--- src/hdl/khc_pkg.sv ---
// Shared types, constants and bit functions for the keyed Hamming(15,11) codec.
// No dependencies; used by every module of the codec.
`default_nettype none

package khc_pkg;

    localparam int CODE_BITS = 15;
    localparam int DATA_BITS = 11;
    localparam int PAR_BITS  = 4;
    localparam int IDX_BITS  = 4;
    localparam int TBL_BITS  = CODE_BITS * IDX_BITS;

    localparam logic [TBL_BITS-1:0]  TABLE_RESET = 60'hEDC_BA98_7654_3210;
    localparam logic [CODE_BITS-1:0] CODE_MSB    = 15'h4000;
    localparam logic                 ACT_ENCODE  = 1'b0;
    localparam logic                 ACT_DECODE  = 1'b1;

    typedef logic [IDX_BITS-1:0]              idx_t;
    typedef idx_t [CODE_BITS-1:0]             idx_arr_t;
    typedef logic [TBL_BITS-1:0]              table_t;
    typedef logic [CODE_BITS-1:0]             code_t;
    typedef logic [PAR_BITS-1:0]              synd_t;

    typedef struct packed {
        logic valid;
        logic action;
        logic last;
    } ctl_t;

    function automatic idx_t table_entry(input table_t tbl, input int i);
        return tbl[IDX_BITS*i +: IDX_BITS];
    endfunction

    // largest entry index naming code bit j, else index 0
    function automatic idx_arr_t inverse_of(input table_t tbl);
        idx_arr_t inv;
        for (int j = 0; j < CODE_BITS; j++)
        begin
            inv[j] = '0;
            for (int i = 0; i < CODE_BITS; i++)
            begin
                if (table_entry(tbl, i) == IDX_BITS'(j))
                    inv[j] = IDX_BITS'(i);
            end
        end
        return inv;
    endfunction

    function automatic code_t hamming_encode(input logic [DATA_BITS-1:0] d);
        code_t code;
        int    idx;
        logic  par;
        code = '0;
        idx  = 0;
        for (int pos = 1; pos <= CODE_BITS; pos++)
        begin
            if ((pos & (pos - 1)) != 0)
            begin
                code[CODE_BITS-pos] = d[DATA_BITS-1-idx];
                idx++;
            end
        end
        for (int p = 0; p < PAR_BITS; p++)
        begin
            par = 1'b0;
            for (int pos = 1; pos <= CODE_BITS; pos++)
            begin
                if ((pos & (1 << p)) != 0)
                    par ^= code[CODE_BITS-pos];
            end
            code[CODE_BITS-(1 << p)] = par;
        end
        return code;
    endfunction

    function automatic synd_t syndrome_of(input code_t code);
        synd_t s;
        for (int p = 0; p < PAR_BITS; p++)
        begin
            s[p] = 1'b0;
            for (int pos = 1; pos <= CODE_BITS; pos++)
            begin
                if ((pos & (1 << p)) != 0)
                    s[p] ^= code[CODE_BITS-pos];
            end
        end
        return s;
    endfunction

    function automatic logic [DATA_BITS-1:0] extract_data(input code_t code);
        logic [DATA_BITS-1:0] d;
        int                   idx;
        d   = '0;
        idx = 0;
        for (int pos = 1; pos <= CODE_BITS; pos++)
        begin
            if ((pos & (pos - 1)) != 0)
            begin
                d[DATA_BITS-1-idx] = code[CODE_BITS-pos];
                idx++;
            end
        end
        return d;
    endfunction

    function automatic code_t permute_fwd(input code_t code, input table_t tbl);
        code_t out;
        idx_t  src;
        for (int dst = 0; dst < CODE_BITS; dst++)
        begin
            src = table_entry(tbl, dst);
            if (src < IDX_BITS'(CODE_BITS))
                out[CODE_BITS-1-dst] = code[IDX_BITS'(CODE_BITS - 1) - src];
            else
                out[CODE_BITS-1-dst] = 1'b0;
        end
        return out;
    endfunction

    function automatic code_t permute_inv(input code_t rx, input idx_arr_t inv);
        code_t out;
        for (int j = 0; j < CODE_BITS; j++)
            out[CODE_BITS-1-j] = rx[IDX_BITS'(CODE_BITS - 1) - inv[j]];
        return out;
    endfunction

endpackage

`default_nettype wire

--- src/hdl/khc_inv_table.sv ---
// Registered inverse of the permutation table for the decode path.
// Depends on khc_pkg.
`default_nettype none

module khc_inv_table (
    input  wire logic              clk,
    input  wire logic              rst_n,
    input  wire khc_pkg::table_t   perm_table,
    output khc_pkg::idx_arr_t      inv_table
);

    khc_pkg::idx_arr_t inv_reg;
    khc_pkg::idx_arr_t inv_next;

    always_comb
    begin
        inv_next = khc_pkg::inverse_of(perm_table);
    end

    always_ff @(posedge clk or negedge rst_n)
    begin
        if (!rst_n)
            inv_reg <= khc_pkg::inverse_of(khc_pkg::TABLE_RESET);
        else
            inv_reg <= inv_next;
    end

    assign inv_table = inv_reg;

endmodule

`default_nettype wire

--- src/hdl/khc_pipe.sv ---
// Four-stage codec datapath: capture, encode or unpermute, permute or syndrome,
// correct and extract. Depends on khc_pkg.
`default_nettype none

module khc_pipe (
    input  wire logic                            clk,
    input  wire logic                            rst_n,
    input  wire logic                            accept,
    input  wire logic                            action,
    input  wire logic [khc_pkg::CODE_BITS-1:0]   data_word,
    input  wire logic                            last_word,
    input  wire khc_pkg::table_t                 perm_table,
    input  wire khc_pkg::idx_arr_t               inv_table,
    output logic                                 done,
    output logic [khc_pkg::CODE_BITS-1:0]        result_word,
    output logic                                 word_corrected,
    output logic                                 last_out
);

    khc_pkg::ctl_t  ctl1_reg, ctl2_reg, ctl3_reg, ctl4_reg;
    khc_pkg::code_t word1_reg, word2_reg, word3_reg, word4_reg;
    khc_pkg::synd_t synd3_reg;
    logic           corr4_reg;

    khc_pkg::code_t word2_next, word3_next, word4_next, code_fix;
    khc_pkg::synd_t synd3_next;
    logic           corr4_next;

    always_comb
    begin
        if (ctl1_reg.action == khc_pkg::ACT_DECODE)
            word2_next = khc_pkg::permute_inv(word1_reg, inv_table);
        else
            word2_next = khc_pkg::hamming_encode(word1_reg[khc_pkg::DATA_BITS-1:0]);
    end

    always_comb
    begin
        synd3_next = khc_pkg::syndrome_of(word2_reg);
        if (ctl2_reg.action == khc_pkg::ACT_DECODE)
            word3_next = word2_reg;
        else
            word3_next = khc_pkg::permute_fwd(word2_reg, perm_table);
    end

    always_comb
    begin
        code_fix = word3_reg;
        if (synd3_reg != '0)
            code_fix = word3_reg ^ (khc_pkg::CODE_MSB >> (synd3_reg - 4'd1));
        if (ctl3_reg.action == khc_pkg::ACT_DECODE)
        begin
            word4_next = {{(khc_pkg::CODE_BITS - khc_pkg::DATA_BITS){1'b0}},
                          khc_pkg::extract_data(code_fix)};
            corr4_next = (synd3_reg != '0);
        end
        else
        begin
            word4_next = word3_reg;
            corr4_next = 1'b0;
        end
    end

    // advance valid bits
    always_ff @(posedge clk or negedge rst_n)
    begin
        if (!rst_n)
        begin
            ctl1_reg <= '0;
            ctl2_reg <= '0;
            ctl3_reg <= '0;
            ctl4_reg <= '0;
        end
        else
        begin
            ctl1_reg <= '{valid: accept, action: action, last: last_word};
            ctl2_reg <= ctl1_reg;
            ctl3_reg <= ctl2_reg;
            ctl4_reg <= ctl3_reg;
        end
    end

    always_ff @(posedge clk)
    begin
        word1_reg <= data_word;
        word2_reg <= word2_next;
        word3_reg <= word3_next;
        synd3_reg <= synd3_next;
        word4_reg <= word4_next;
        corr4_reg <= corr4_next;
    end

    assign done           = ctl4_reg.valid;
    assign result_word    = word4_reg;
    assign word_corrected = corr4_reg;
    assign last_out       = ctl4_reg.last;

endmodule

`default_nettype wire

--- src/hdl/keyed_hamming_15_11_codec_unit.sv ---
// Top level of the keyed Hamming(15,11) codec: table register and pipeline.
// Depends on khc_pkg, khc_inv_table and khc_pipe.
//
//  channel   handshake            payload
//  command   start / busy         action, data_word, last_word
//  result    done (strobe)        result_word, word_corrected, last_out
//  config    cfg_valid/cfg_ready  cfg_data (perm_table)
//
// One word enters per cycle; each result strobes done once its word has passed
// through the four pipeline register stages.
// busy stays low: the pipeline never stalls and results cannot be held off.
// Reset clears all valid bits and loads the identity permutation.
// A table write is usable by a word started in the next cycle.
`default_nettype none

module keyed_hamming_15_11_codec_unit (
    input  wire logic                            clk,
    input  wire logic                            rst_n,
    input  wire logic                            start,
    output logic                                 busy,
    input  wire logic                            action,
    input  wire logic [khc_pkg::CODE_BITS-1:0]   data_word,
    input  wire logic                            last_word,
    output logic                                 done,
    output logic [khc_pkg::CODE_BITS-1:0]        result_word,
    output logic                                 word_corrected,
    output logic                                 last_out,
    input  wire logic                            cfg_valid,
    output logic                                 cfg_ready,
    input  wire khc_pkg::table_t                 cfg_data
);

    khc_pkg::table_t   perm_table_reg;
    khc_pkg::idx_arr_t inv_table;

    assign busy      = 1'b0;
    assign cfg_ready = 1'b1;

    always_ff @(posedge clk or negedge rst_n)
    begin
        if (!rst_n)
            perm_table_reg <= khc_pkg::TABLE_RESET;
        else if (cfg_valid && cfg_ready)
            perm_table_reg <= cfg_data;
    end

    khc_inv_table u_inv (
        .clk        (clk),
        .rst_n      (rst_n),
        .perm_table (perm_table_reg),
        .inv_table  (inv_table)
    );

    khc_pipe u_pipe (
        .clk            (clk),
        .rst_n          (rst_n),
        .accept         (start && !busy),
        .action         (action),
        .data_word      (data_word),
        .last_word      (last_word),
        .perm_table     (perm_table_reg),
        .inv_table      (inv_table),
        .done           (done),
        .result_word    (result_word),
        .word_corrected (word_corrected),
        .last_out       (last_out)
    );

endmodule

`default_nettype wire

--- config.mk ---
export PLATFORM = sky130hd
export DESIGN_NAME = keyed_hamming_15_11_codec_unit
export DESIGN_NICKNAME = d
export VERILOG_FILES = /design/src/hdl/khc_pkg.sv /design/src/hdl/khc_inv_table.sv /design/src/hdl/khc_pipe.sv /design/src/hdl/keyed_hamming_15_11_codec_unit.sv
export SDC_FILE = /design/constraint.sdc
export NUM_CORES = 1
export LEC_CHECK = 0
export ABC_AREA = 0
export ABC_CLOCK_PERIOD_IN_PS = 2200
export BUFFER_PORTS_ARGS = -buffer_cell sky130_fd_sc_hd__buf_2
export CELL_PAD_IN_SITES_DETAIL_PLACEMENT = 1
export CELL_PAD_IN_SITES_GLOBAL_PLACEMENT = 1
export CORE_AREA = 2 2 189 191
export CTS_BUF_LIST = sky130_fd_sc_hd__clkbuf_4
export CTS_CLUSTER_SIZE = 28
export DETAILED_ROUTE_END_ITERATION = 10
export DIE_AREA = 0 0 191 193
export HOLD_SLACK_MARGIN = 0.15
export PLACE_DENSITY = 0.83
export SLEW_MARGIN = 20
export SYNTH_ARGS = -nofsm -noshare
export SYNTH_HDL_FRONTEND = slang
export SYNTH_SLANG_ARGS = --single-unit
--- constraint.sdc ---
create_clock -name clk -period 2.2 [get_ports clk]
set_input_delay 0.11 -clock clk [delete_from_list [all_inputs] [get_ports clk]]
set_output_delay 0.11 -clock clk [all_outputs]
set_load 0.03 [all_outputs]
==> impl_results.md <==
* Initial antenna violation count at 4
* Synth area leader: mux4_2
* Fin nets at 2156
* GRT Util Overall at 0.3765
* Achievable Freq at 429.7 MHz
* Worst hold margin at 0.2406 ns
* Slew margin rel. at 0.2590
* CP bufs+invs at 0
* Die footprint at 36860 µm²
* DRT Pass-1 Iters at 6
* Vias in the first global route at 17170
* Met2 Resource Use GR at 0.6431
* Synthesized net count at 1799
* Top FF cell, synth: dfrtp_1
* WL/cell at 27.77 µm
* Synth top area share at 0.1473
* Post-synth EDFFs at 0
* WP data required at 2.79 ns
* Final Critical Period at 2.327 ns
* Inst Count DP at 2189
* Top Ports at 101
* Max incr delay on CP at 1.04 ns
* Final worst slack at -0.1272 ns
* Area Growth Syn to Fin at 28.71%
* Post-route DRC at 0
* Clock sinks at 196
* Unrepaired setup endpoints after global routing: true
* Failing checks: negative setup slack
* Avg Cell Area, Syn at 9.465 µm²
* Status: finished, violations left
* Share of cells above drive strength 1 at 0.2502
* PD cells at 865.9 nW/µm²
* Synth unique cells at 58
* Grt met3 use at 0.06624
* Critical Path Source Type: flop
* First-pass GRT wire length at 103500 µm
* Clk Latency, worst-skew pair at 0.73 ns
* CTS root buffer: clkbuf_4
* Synth area leaders: mux4_2 15%, dfrtp_1 12%, dfstp_2 9.5%
* Critical path's top delay family: flip-flops
* Hold WC Path Type: input pin to flop
* Worst-margin pin slew at 1.110 ns
* Site Rows at 69
* M1 GR Usage at 0.4316
* Global route overflow at 0
* Initial Util at 0.4418
* Largest net degree at the start of global routing at 66
* CTS tree: yes
* Post-Route Skew at 0.03514 ns
* Initial DRC Count at 1759
* Max-cap violations at 0
* Die Width at 191 µm
* TritonCTS Buffers at 17
* Worst Setup End Kind: flop
* Clock-pin slew on the worst setup and hold paths at 0.22 ns
* Mapped Area at 15450 µm²
* Detailed-placement wirelength estimate at 44470 µm
* Sequential share of the synthesized area at 0.3010
* Setup violations, final at 3
* Vias per inst at 6.420
* Final hold violations at 0
* Critical-path maximum fanout at 17
* Antenna Nets Post-Route at 0
* Power Total at 17.22 mW
* Final std cells w/o fill at 2467
* Via count at 15840
* Critical Path AT at 2.92 ns
* CTS max path bufs at 2
* Core box area at 34960 µm²
* Post-synthesis register bit count at 196
* CP Class: flop to flop
* Max H-tree Level at 4
* Slowest cell on crit path: dfxtp_1
* I/O Buffers at 98
* Final WL at 68500 µm
* Final period util at 1.058
* Max Slew Vio Count at 0
* Most common library cell in the layout ignoring fill and taps: dlygate4sd3_1
* Cells after Synth at 1632
* CP Cell Sequence: mux4_2 > mux2i_1 > o311ai_0
* Lkg Pwr at 8.490 nW
* Global route hottest layer: met2
* Ys async rst share at 0.6684
* Die Ht at 193 µm
* Most frequent cells in the layout: 232 x dlygate4sd3_1, 231 x nand2_1, 135 x buf_4
* Syn. warnings at 0
* Util after Layout at 0.5686
* RD Place Congestion at 0.9816
* Max VDD drop at 0.6037 mV
==> through the flow <==
stage	setup TNS [ns]	setup WS (ns)	cell area, µm²
6_report	-0.2000	-0.1272	19880
5_1_grt	-0.1856	-0.08550	19880
4_1_cts	0	0.03705	19750
3_5_place_dp	-0.03518	-0.03518	17110
3_3_place_gp	0	0.08130	17110
2_1_floorplan	0	0.006384	15470
==> final cells by class <==
type                       count  area, µm²
antenna                        4      10.01
inverter                      38      142.6
sequential                   196       4653
fill                        3905      15080
clock buffer                  17      127.6
timing repair buffer         474       4028
multi-input combinational   1262      10190
clock inverter                15      155.1
tap                          461      576.8
==> power breakdown <==
group | internal [mW] | switching [mW] | total, mW
combinational | 4.49 | 4.52 | 9.01
sequential | 4.53 | 1.49 | 6.02
clock | 0.526 | 1.66 | 2.19
total | 9.55 | 7.67 | 17.2
==> what timing repair did <==
action	4_1_cts	5_1_grt
gates resized for setup	0	17
buffers inserted	2	7
endpoints found under the setup margin	2	16
hold buffers	233	0
hold endpoints to repair	209	0
==> worst reg2reg max path, cell delays in order (launching register included) <==
cell	delay, ns
dfxtp_1	1.04
mux4_2	0.47
mux2i_1	0.09
o311ai_0	0.60
==> kinds of logic after synthesis <==
| kind of cell | share of synthesized area |
|---|---|
| muxes | 0.2151 |
| adders and majority gates | 0.06966 |
| buffers and inverters | 0.04471 |
| AOI/OAI and AO/OA | 0.1293 |
| xor gates and xnor gates | 0.05897 |
| other | 0.0004862 |
| DFF | 0.3010 |
| and+or+nand+nor | 0.1808 |
==> layer usage <==
metal / part of all wire / up-vias
met1: 0.36 / 7803
met4: 0.075 / 0
met3: 0.077 / 372
li1: - / 6658
met5: 0 / -
met2: 0.48 / 1005
==> synth_stat cells (3+ instances only) <==
cell      instances
a21o_1            7
a21oi_1          50
a221o_1           7
a221oi_1          3
a22o_1           15
a22oi_1          18
a311o_1           8
a311oi_1          5
a31o_2            3
a31oi_1          45
a32o_1            8
a32oi_1           3
and2_1            7
and3_1            9
and3b_1          16
buf_2            18
clkbuf_1        113
dfrtp_1          75
dfstp_2          56
dfxtp_1          65
ha_1             86
inv_1            38
mux2_2           44
mux2i_1          50
mux4_2          101
nand2_1         231
nand2b_1         16
nand3_1         114
nand3b_1         34
nand4_1           4
nor2_1           58
nor2b_1          40
nor3_1           14
nor3b_1          16
o211ai_1         26
o21ai_0          86
o21bai_1          6
or3b_2            4
xnor2_1          69
xor2_1           35
==> worst paths after layout <==
| path | to | from | slack [ns] | depth (start not counted) |
|---|---|---|---|---|
| worst max-delay path | u_pipe.word3_reg[5]$_DFF_P_ | u_pipe.word2_reg[7]$_DFF_P_ | -0.13 | 3 |
| worst min-delay path | perm_table_reg[52]$_DFFE_PN1P_ | cfg_valid | 0.24 | 3 |
| worst max register to register | u_pipe.word3_reg[5]$_DFF_P_ | u_pipe.word2_reg[7]$_DFF_P_ | -0.13 | 3 |
| worst min register to register | u_pipe.ctl2_reg[0]$_DFF_PN0_ | u_pipe.ctl1_reg[0]$_DFF_PN0_ | 0.37 | 0 |
| max in group asynchronous | u_inv.inv_table[20]$_DFF_PN1_ | rst_n | 1.04 | 4 |
| min in group asynchronous | perm_table_reg[26]$_DFFE_PN1P_ | rst_n | 0.65 | 3 |
No activity file was read; power rests on OpenSTA's default activity.
